==> src/rtl/kpi_pkg.sv <==
// Shared types, constants and key field helpers for the keyframe position interpolator.
package kpi_pkg;

  localparam int KEY_W       = 48;
  localparam int COORD_W     = 16;
  localparam int FRAME_W     = 16;
  localparam int COUNT_W     = 3;
  localparam int CFG_IDX_W   = 3;
  localparam int WEIGHT_BITS = 8;
  localparam int DIV_CNT_W   = 3;

  // Configuration register indexes
  localparam logic [CFG_IDX_W-1:0] REG_KEY_COUNT = 3'd0;
  localparam logic [CFG_IDX_W-1:0] REG_KEY_FIRST = 3'd1;

  // Last step of the weight division
  localparam logic [DIV_CNT_W-1:0] DIV_LAST = 3'(WEIGHT_BITS - 1);

  // Controller to datapath commands
  typedef struct packed {
    logic take_frame;
    logic prev_load;
    logic take_end;
    logic seg_load;
    logic take_last;
    logic div_step;
    logic mul;
    logic sum;
    logic out_load;
  } kpi_cmd_t;

  // Datapath to controller status
  typedef struct packed {
    logic enough_keys;
    logic hit_end;
    logic hit_inside;
    logic last_key;
  } kpi_stat_t;

  function automatic logic [FRAME_W-1:0] key_frame(input logic [KEY_W-1:0] k);
    return k[47:32];
  endfunction

  function automatic logic [COORD_W-1:0] key_x(input logic [KEY_W-1:0] k);
    return k[31:16];
  endfunction

  function automatic logic [COORD_W-1:0] key_y(input logic [KEY_W-1:0] k);
    return k[15:0];
  endfunction

endpackage

==> src/rtl/kpi_if.sv <==
// Stream interfaces for frame numbers in and positions out.
interface kpi_in_if;
  logic        valid;
  logic        ready;
  logic [15:0] frame_number;

  modport source (output valid, output frame_number, input ready);
  modport sink   (input valid, input frame_number, output ready);
endinterface

interface kpi_out_if;
  logic               valid;
  logic               ready;
  logic signed [15:0] pos_x;
  logic signed [15:0] pos_y;
  logic               done_res;

  modport source (output valid, output pos_x, output pos_y, output done_res, input ready);
  modport sink   (input valid, input pos_x, input pos_y, input done_res, output ready);
endinterface

==> src/rtl/kpi_datapath.sv <==
// Datapath: key table, segment compare, restoring divider, blend and output register.
module kpi_datapath #(
  parameter int MAX_KEYS = 6,
  parameter int KIDX_W   = 3
) (
  input  logic                                  clk,
  input  logic                                  rst,
  input  logic                                  cfg_we,
  input  logic [kpi_pkg::CFG_IDX_W-1:0]         cfg_index,
  input  logic [kpi_pkg::KEY_W-1:0]             cfg_data,
  input  logic [kpi_pkg::FRAME_W-1:0]           in_frame,
  input  kpi_pkg::kpi_cmd_t                     cmd,
  input  logic [KIDX_W-1:0]                     key_sel,
  output kpi_pkg::kpi_stat_t                    stat,
  output logic signed [kpi_pkg::COORD_W-1:0]    pos_x,
  output logic signed [kpi_pkg::COORD_W-1:0]    pos_y,
  output logic                                  done_res
);

  localparam int FW = kpi_pkg::FRAME_W;
  localparam int CW = kpi_pkg::COORD_W;
  localparam int PW = CW + 1 + kpi_pkg::WEIGHT_BITS + 1;

  logic [kpi_pkg::COUNT_W-1:0] key_count;
  logic [kpi_pkg::KEY_W-1:0]   keys [MAX_KEYS];
  logic [FW-1:0]               frame;
  logic [kpi_pkg::KEY_W-1:0]   prev_key;
  logic [CW-1:0]               cur_x;
  logic [CW-1:0]               cur_y;
  logic                        finished;
  logic [FW-1:0]               span;
  logic [FW-1:0]               rem;
  logic [kpi_pkg::WEIGHT_BITS-1:0] t;
  logic [CW-1:0]               ax;
  logic [CW-1:0]               ay;
  logic signed [CW:0]          dx;
  logic signed [CW:0]          dy;
  logic [CW-1:0]               px;
  logic [CW-1:0]               py;

  logic [kpi_pkg::COUNT_W-1:0] n_clamp;
  logic [kpi_pkg::KEY_W-1:0]   sel_key;
  logic [FW-1:0]               f0;
  logic [FW-1:0]               f1;
  logic [FW:0]                 rem_sh;
  logic                        rem_ge;
  logic [FW:0]                 rem_diff;
  logic signed [PW-1:0]        prod_x;
  logic signed [PW-1:0]        prod_y;

  // Clamp the key count and pick the segment under test
  assign n_clamp = (key_count > kpi_pkg::COUNT_W'(MAX_KEYS)) ?
                   kpi_pkg::COUNT_W'(MAX_KEYS) : key_count;
  assign sel_key = keys[key_sel];
  assign f0      = kpi_pkg::key_frame(prev_key);
  assign f1      = kpi_pkg::key_frame(sel_key);

  assign stat.enough_keys = n_clamp >= kpi_pkg::COUNT_W'(2);
  assign stat.hit_end     = frame == f1;
  assign stat.hit_inside  = (f0 <= frame) && (frame < f1);
  assign stat.last_key    = kpi_pkg::COUNT_W'(key_sel) == (n_clamp - kpi_pkg::COUNT_W'(1));

  // One quotient bit per step
  assign rem_sh   = {rem, 1'b0};
  assign rem_ge   = rem_sh >= {1'b0, span};
  assign rem_diff = rem_sh - {1'b0, span};

  assign prod_x = PW'(dx) * PW'($signed({1'b0, t}));
  assign prod_y = PW'(dy) * PW'($signed({1'b0, t}));

  // Write configuration registers; indexes past the table are dropped
  always_ff @(posedge clk) begin
    if (rst) begin
      key_count <= '0;
    end else if (cfg_we && cfg_index == kpi_pkg::REG_KEY_COUNT) begin
      key_count <= cfg_data[kpi_pkg::COUNT_W-1:0];
    end
  end

  for (genvar k = 0; k < MAX_KEYS; k++) begin : g_key
    always_ff @(posedge clk) begin
      if (rst) begin
        keys[k] <= '0;
      end else if (cfg_we &&
                   cfg_index == kpi_pkg::REG_KEY_FIRST + kpi_pkg::CFG_IDX_W'(k)) begin
        keys[k] <= cfg_data;
      end
    end
  end

  // Position state and sticky finished flag
  always_ff @(posedge clk) begin
    if (rst) begin
      cur_x    <= '0;
      cur_y    <= '0;
      finished <= 1'b0;
    end else if (cmd.take_end) begin
      cur_x <= kpi_pkg::key_x(sel_key);
      cur_y <= kpi_pkg::key_y(sel_key);
    end else if (cmd.take_last) begin
      cur_x    <= kpi_pkg::key_x(sel_key);
      cur_y    <= kpi_pkg::key_y(sel_key);
      finished <= 1'b1;
    end else if (cmd.sum) begin
      cur_x <= ax + px;
      cur_y <= ay + py;
    end
  end

  // Working registers for the segment blend
  always_ff @(posedge clk) begin
    if (cmd.take_frame) begin
      frame <= in_frame;
    end
    if (cmd.prev_load) begin
      prev_key <= sel_key;
    end
    if (cmd.seg_load) begin
      span <= f1 - f0;
      rem  <= frame - f0;
      ax   <= kpi_pkg::key_x(prev_key);
      ay   <= kpi_pkg::key_y(prev_key);
      dx   <= $signed({sel_key[31], kpi_pkg::key_x(sel_key)}) -
              $signed({prev_key[31], kpi_pkg::key_x(prev_key)});
      dy   <= $signed({sel_key[15], kpi_pkg::key_y(sel_key)}) -
              $signed({prev_key[15], kpi_pkg::key_y(prev_key)});
    end
    if (cmd.div_step) begin
      rem <= rem_ge ? rem_diff[FW-1:0] : rem_sh[FW-1:0];
      t   <= {t[kpi_pkg::WEIGHT_BITS-2:0], rem_ge};
    end
    // Arithmetic shift by the weight width, wrapped to the coordinate width
    if (cmd.mul) begin
      px <= prod_x[kpi_pkg::WEIGHT_BITS +: CW];
      py <= prod_y[kpi_pkg::WEIGHT_BITS +: CW];
    end
  end

  // Output register
  always_ff @(posedge clk) begin
    if (cmd.out_load) begin
      pos_x    <= cur_x;
      pos_y    <= cur_y;
      done_res <= finished;
    end
  end

endmodule

==> src/rtl/kpi_ctrl.sv <==
// Controller: segment scan, divide and blend sequencing, output beat handshake.
module kpi_ctrl #(
  parameter int KIDX_W = 3
) (
  input  logic               clk,
  input  logic               rst,
  input  logic               in_valid,
  output logic               in_ready,
  output logic               out_valid,
  input  logic               out_ready,
  input  kpi_pkg::kpi_stat_t stat,
  output kpi_pkg::kpi_cmd_t  cmd,
  output logic [KIDX_W-1:0]  key_sel
);

  localparam int DIV_W = kpi_pkg::DIV_CNT_W;

  typedef enum logic [6:0] {
    S_IDLE  = 7'b0000001,
    S_FETCH = 7'b0000010,
    S_SCAN  = 7'b0000100,
    S_DIV   = 7'b0001000,
    S_MUL   = 7'b0010000,
    S_SUM   = 7'b0100000,
    S_OUT   = 7'b1000000
  } state_t;

  state_t                         state;
  state_t                         state_next;
  logic [DIV_W-1:0]               cnt;
  logic                           out_free;

  assign in_ready = state == S_IDLE;
  assign out_free = !out_valid || out_ready;

  // Next state and commands
  always_comb begin
    state_next = state;
    cmd        = '0;
    case (state)
      S_IDLE: begin
        if (in_valid) begin
          cmd.take_frame = 1'b1;
          state_next     = stat.enough_keys ? S_FETCH : S_OUT;
        end
      end
      S_FETCH: begin
        cmd.prev_load = 1'b1;
        state_next    = S_SCAN;
      end
      S_SCAN: begin
        if (stat.hit_end) begin
          cmd.take_end = 1'b1;
          state_next   = S_OUT;
        end else if (stat.hit_inside) begin
          cmd.seg_load = 1'b1;
          state_next   = S_DIV;
        end else if (stat.last_key) begin
          cmd.take_last = 1'b1;
          state_next    = S_OUT;
        end else begin
          cmd.prev_load = 1'b1;
        end
      end
      S_DIV: begin
        cmd.div_step = 1'b1;
        if (cnt == kpi_pkg::DIV_LAST) begin
          state_next = S_MUL;
        end
      end
      S_MUL: begin
        cmd.mul    = 1'b1;
        state_next = S_SUM;
      end
      S_SUM: begin
        cmd.sum    = 1'b1;
        state_next = S_OUT;
      end
      S_OUT: begin
        if (out_free) begin
          cmd.out_load = 1'b1;
          state_next   = S_IDLE;
        end
      end
      default: begin
        state_next = S_IDLE;
      end
    endcase
  end

  // State, key pointer and divide step counter
  always_ff @(posedge clk) begin
    if (rst) begin
      state   <= S_IDLE;
      key_sel <= '0;
      cnt     <= '0;
    end else begin
      state <= state_next;
      if (cmd.take_frame) begin
        key_sel <= '0;
      end else if (cmd.prev_load) begin
        key_sel <= key_sel + 1'b1;
      end
      if (cmd.seg_load) begin
        cnt <= '0;
      end else if (cmd.div_step) begin
        cnt <= cnt + 1'b1;
      end
    end
  end

  // Output beat valid: set on load, drop when taken
  always_ff @(posedge clk) begin
    if (rst) begin
      out_valid <= 1'b0;
    end else if (cmd.out_load) begin
      out_valid <= 1'b1;
    end else if (out_ready) begin
      out_valid <= 1'b0;
    end
  end

  a_out_from_load: assert property (@(posedge clk) disable iff (rst)
    $rose(out_valid) |-> $past(state == S_OUT))
    else $error("output beat raised without a load");

  a_mul_after_div: assert property (@(posedge clk) disable iff (rst)
    state == S_MUL |-> $past(state == S_DIV) && $past(cnt == kpi_pkg::DIV_LAST))
    else $error("blend started before the full weight was divided");

  a_out_stall_holds: assert property (@(posedge clk) disable iff (rst)
    state == S_OUT && out_valid && !out_ready |=> state == S_OUT)
    else $error("result dropped while the output beat was stalled");

  a_scan_from_fetch: assert property (@(posedge clk) disable iff (rst)
    $rose(state == S_SCAN) |-> $past(state == S_FETCH))
    else $error("segment scan entered without loading the first key");

endmodule

==> src/rtl/keyframe_position_interpolator_top.sv <==
// Sequence: with fewer than two keys an accepted frame goes straight to the output state;
// otherwise the first key is loaded, segments are scanned one by one (up to MAX_KEYS-1),
// and an inner frame adds 8 restoring divider steps, a multiply and an add.
// Throughput: one item at a time; a new beat is taken while the previous result waits.
// Reset (rst, synchronous): clears key count, key table, position and finished flag.
module keyframe_position_interpolator_top #(
  parameter int MAX_KEYS = 6
) (
  input  logic                          clk,
  input  logic                          rst,
  input  logic                          cfg_we,
  input  logic [kpi_pkg::CFG_IDX_W-1:0] cfg_index,
  input  logic [kpi_pkg::KEY_W-1:0]     cfg_data,
  kpi_in_if.sink                        in_ch,
  kpi_out_if.source                     out_ch
);

  localparam int KIDX_W = $clog2(MAX_KEYS);

  kpi_pkg::kpi_cmd_t  cmd;
  kpi_pkg::kpi_stat_t stat;
  logic [KIDX_W-1:0]  key_sel;

  kpi_ctrl #(
    .KIDX_W(KIDX_W)
  ) u_ctrl (
    .clk      (clk),
    .rst      (rst),
    .in_valid (in_ch.valid),
    .in_ready (in_ch.ready),
    .out_valid(out_ch.valid),
    .out_ready(out_ch.ready),
    .stat     (stat),
    .cmd      (cmd),
    .key_sel  (key_sel)
  );

  kpi_datapath #(
    .MAX_KEYS(MAX_KEYS),
    .KIDX_W  (KIDX_W)
  ) u_datapath (
    .clk      (clk),
    .rst      (rst),
    .cfg_we   (cfg_we),
    .cfg_index(cfg_index),
    .cfg_data (cfg_data),
    .in_frame (in_ch.frame_number),
    .cmd      (cmd),
    .key_sel  (key_sel),
    .stat     (stat),
    .pos_x    (out_ch.pos_x),
    .pos_y    (out_ch.pos_y),
    .done_res (out_ch.done_res)
  );

endmodule
==> src/flat_wrapper.sv <==
// flat-port wrapper written by rule: the top's interface ports become plain ports
module keyframe_position_interpolator_top_flat 
#(
  parameter int MAX_KEYS = 6
)
  (clk, rst, cfg_we, cfg_index, cfg_data, in_ch_valid, in_ch_frame_number, in_ch_ready, out_ch_valid, out_ch_pos_x, out_ch_pos_y, out_ch_done_res, out_ch_ready);
  kpi_in_if in_ch_i ();
  kpi_out_if out_ch_i ();
  input  logic clk;
  input  logic rst;
  input  logic cfg_we;
  input  logic [kpi_pkg::CFG_IDX_W-1:0] cfg_index;
  input  logic [kpi_pkg::KEY_W-1:0] cfg_data;
  input wire logic [$bits(in_ch_i.valid)-1:0] in_ch_valid;
  input wire logic [$bits(in_ch_i.frame_number)-1:0] in_ch_frame_number;
  output wire logic [$bits(in_ch_i.ready)-1:0] in_ch_ready;
  output wire logic [$bits(out_ch_i.valid)-1:0] out_ch_valid;
  output wire logic [$bits(out_ch_i.pos_x)-1:0] out_ch_pos_x;
  output wire logic [$bits(out_ch_i.pos_y)-1:0] out_ch_pos_y;
  output wire logic [$bits(out_ch_i.done_res)-1:0] out_ch_done_res;
  input wire logic [$bits(out_ch_i.ready)-1:0] out_ch_ready;
  assign in_ch_i.valid = in_ch_valid;
  assign in_ch_i.frame_number = in_ch_frame_number;
  assign in_ch_ready = in_ch_i.ready;
  assign out_ch_valid = out_ch_i.valid;
  assign out_ch_pos_x = out_ch_i.pos_x;
  assign out_ch_pos_y = out_ch_i.pos_y;
  assign out_ch_done_res = out_ch_i.done_res;
  assign out_ch_i.ready = out_ch_ready;
  keyframe_position_interpolator_top #(.MAX_KEYS(MAX_KEYS)) u_core (.clk(clk), .rst(rst), .cfg_we(cfg_we), .cfg_index(cfg_index), .cfg_data(cfg_data), .in_ch(in_ch_i), .out_ch(out_ch_i));
endmodule
==> config.mk <==
export PLATFORM = sky130hd
export DESIGN_NAME = keyframe_position_interpolator_top_flat
export DESIGN_NICKNAME = d
export VERILOG_FILES = /design/src/rtl/kpi_pkg.sv /design/src/rtl/kpi_if.sv /design/src/rtl/kpi_datapath.sv /design/src/rtl/kpi_ctrl.sv /design/src/rtl/keyframe_position_interpolator_top.sv /design/src/flat_wrapper.sv
export SDC_FILE = /design/constraint.sdc
export NUM_CORES = 2
export LEC_CHECK = 0
export BUFFER_PORTS_ARGS = -buffer_cell sky130_fd_sc_hd__buf_4
export CAP_MARGIN = 20
export CORE_MARGIN = 1.5
export CORE_UTILIZATION = 35
export CTS_BUF_LIST = sky130_fd_sc_hd__clkbuf_4
export DETAILED_ROUTE_END_ITERATION = 7
export GPL_TIMING_DRIVEN = 0
export SYNTH_ARGS = -nofsm -noshare
export SYNTH_HDL_FRONTEND = slang
export SYNTH_SLANG_ARGS = --single-unit
==> constraint.sdc <==
create_clock -name clk -period 31.3 [get_ports clk]
set_clock_uncertainty 0.2 [all_clocks]
set_input_delay 6.26 -clock clk [delete_from_list [all_inputs] [get_ports clk]]
set_output_delay 6.26 -clock clk [all_outputs]
set_load 0.1 [all_outputs]
==> summary.txt <==
Cells and area
  • Core Util, Final: 40.11%
  • Fillers: 9,897
  • P&R area growth vs syn: 13.87%
  • Fraction of layout instances using a drive strength above 1: about 14%
  • Seq. cell area: around 17,000 µm²
  • # nets final: just under 4,000
  • Multi-input logic area: ~18,000 µm²

STA
  • FMAX: between 0.1 and 0.15 GHz
  • Fin crit share: slightly below 30%
  • Final setup TNS: 0 ns
  • Slew headroom: between 30% and 40%
  • Final Setup Violations: 0
  • WHS: 0.2210 ns
  • Unrepaired setup endpoints after global routing: false
  • Min cycle time layout: 9.208 ns
  • Final Hold Fails: 0
  • Fin. max-slew vios: 0
  • Slew @ Worst Pin: around 0.99 ns

Worst setup path
  • CP startpoint: u_core.u_ctrl.state[1]$_SDFFE_PP0P_
  • Critical path peak fanout: 6
  • Crit path DAT: between 2 and 3 ns
  • Worst R2R Start: u_core.u_datapath.t[3]$_DFFE_PP_
  • R2R setup slack: around 25 ns
  • Critical Path End Type: output pin
  • Crit path kind: flip-flop to output pin
  • Critical path's slowest cell: nor4b_1
  • Startpoint Class: flip-flop
  • Max stage delay on crit path: around 0.40 ns
  • Required time of the worst setup path: 24.84 ns
  • Crit-path cells: nor2_1 > nor4b_1 > nand3b_1 > inv_1 > buf_4

Hold path
  • HP Class: flip-flop to flip-flop
  • Min-delay src: u_core.u_datapath.prev_key[20]$_DFFE_PP_

Place
  • Detailed Place HPWL: slightly below 70,000 µm
  • Gp weighted congestion: approximately 0.84
  • PortBufs: between 100 and 150

Power
  • Leakage: between 0.015 and 0.02 µW
  • PD cells: slightly above 40 nW/µm²
  • Worst VDD drop: 0.00002926 V

Synthesis
  • Post-synth top cells: edfxtp_1 (523), and2_1 (413), inv_1 (402), nand2_1 (233), ha_1 (215)
  • Syn nets: between 3,000 and 4,000
  • Yosys top cell area share: between 40% and 50%
  • Synth area leaders: edfxtp_1 (43%), fa_1 (12%), ha_1 (7.4%)
  • Instance count of the mapped netlist: 3,143
  • Area leader, netlist: edfxtp_1
  • Count leader, synth: edfxtp_1
  • Mapped cell area: between 30,000 and 40,000 µm²
  • Post-synth cell types: 84
  • Main synth FF type: edfxtp_1
  • Synth async-reset ratio: 0%
  • Flops & latches, synth: 576
  • Mean Syn Cell Area: between 10 and 15 µm²
  • YS warnings: 0
  • Post-synth EDFFs: between 500 and 600
  • Post-synthesis sequential area ratio: a little under half

Clocking
  • Hold_buf cts: 0
  • Clk slew on worst S/H paths: 0.07 ns
  • CTS resizes: 0
  • Clock Tree Buf Depth: 3
  • Post-CTS Setup Bufs: 0
  • H-tree levels: 4
  • CTS root buffer: clkbuf_4
  • Clock Latency Late Sink: ~0.99 ns
  • CTS tree: built
  • Total CTS buffers: 150
  • Num Clock Sinks: 576

Status
  • Status: completed

Floorplanning
  • Total die area: roughly 110,000 µm²
  • I/O Pins: around 110
  • Initial core utilization: a little over a third
  • Core Region: a little over 100,000 µm²
  • Die Wd: 325.3 µm
  • Die height: approximately 330 µm
  • # rows: approximately 120

Routing
  • Initial DRC Count: around 1,500
  • Post-Route M1 WL: roughly 41,000 µm
  • Routed Antenna Nets: 0
  • Routed via count: approximately 24,000
  • First-pass iteration count of the detailed router: 5
  • Wire length on met3: around 4600 µm
  • Routed wl met2: 43,310 µm
  • DR vias/cell: between 4 and 5
  • Avg WL per Cell: around 19 µm
  • DRC errors left: 0
  • DRT Wirelength: 91,260 µm
  • Max Used Layer: met4

GRT
  • GR Overflow Total: 0
  • Vias in the first global route: roughly 25,000
  • GRT Util Overall: between 10% and 20%
  • First-pass GRT wire length: about 140,000 µm
  • Initial antenna violation count: 3
  • Largest net degree at the start of global routing: 29

Flow run
  • MaxCap Viol Count: 0
-- metal layers --
layer / GRT usage (%) / vias to the layer above
met5: 0 / -
li1: - / 11380
met1: 23.87 / 11610
met4: 5.364 / 0
met3: 2.890 / 136
met2: 28.84 / 658
-- cells by family (layout without fill, tap and decap cells) --
group	Yosys count	after routing	synth area share (%)
and+or+nand+nor	1000	1000	14.30
other	0	3	0
AOI/OAI and AO/OA	402	402	7.493
muxes	115	115	4.826
DFF	576	576	46.12
xor gates and xnor gates	118	118	2.843
adders and majority gates	426	426	19.02
buffers and inverters	506	894	5.390
-- metrics by stage --
stage | worst slack [ns] | total power (µW) | std cells | instance area, µm²
after global placement | 16.68 | 1041 | 4629 | 38870
after global routing | 21.82 | 1773 | 4913 | 41390
after detailed placement | 22.37 | 1046 | 4656 | 39460
final | 22.09 | 1701 | 4914 | 41390
after CTS | 21.95 | 1722 | 4911 | 41380
after floorplan | 20.62 | 989.7 | 3143 | 36350
-- final timing paths --
kind | endpoint | depth (start not counted)
worst min-delay path | u_core.u_datapath.ax[4]$_DFFE_PP_ | 0
worst max register to register | u_core.u_datapath.px[15]$_DFFE_PN_ | 19
worst min register to register | u_core.u_datapath.ax[4]$_DFFE_PP_ | 0
worst max-delay path | in_ch_ready | 5
-- layout make-up --
| type | count | area share (%) |
|---|---|---|
| Timing Repair Buffer | 133 | 3.132 |
| Buffer | 104 | 1.088 |
| Tap cell | 1380 | 4.171 |
| Clock inverter | 38 | 0.7224 |
| Clock buffer | 217 | 3.936 |
| Sequential cell | 576 | 40.51 |
| Antenna cell | 3 | 0.01814 |
| Inverter | 402 | 3.645 |
| Multi-Input combinational cell | 2061 | 42.78 |
-- sequential cells by signal, summed over array words and instances (netlist names), 17 cells and up, named ones only --
signal / count
u_core.u_datapath.keys: 288
u_core.u_datapath.prev_key: 48
u_core.u_datapath.dx: 17
u_core.u_datapath.dy: 17
-- cell usage in the layout (no fill, tap or decap), types with 14 or more instances in the layout --
cell	count
mux2i_1	65
mux4_2	48
xor2_1	34
clkbuf_4	217
fa_1	211
dfxtp_1	53
a211oi_1	14
nor2b_1	21
nand3_1	30
o21a_1	22
inv_1	401
o21ai_0	65
nor2_1	177
and2_1	413
a22oi_1	17
xnor2_1	84
clkinv_1	17
buf_2	14
nor3_1	42
edfxtp_1	523
nand2b_1	25
nand2_1	233
clkbuf_1	81
a21o_1	36
buf_4	110
a21oi_1	129
ha_1	215
-- critical path, delay by kind of cell, from the launching register on --
family                 cells  cell delay, ns
buffers and inverters      2            0.62
flip-flops                 1            0.33
AND/OR/NAND/NOR            3            0.85
-- where the power goes --
| group | internal (µW) | switching (µW) | total, µW |
|---|---|---|---|
| clock network | 352 | 319 | 671 |
| logic | 54.3 | 92.6 | 147 |
| registers | 871 | 11.5 | 882 |
| total | 1280 | 423 | 1700 |
Note: power is estimated with default switching activity, not from simulation.
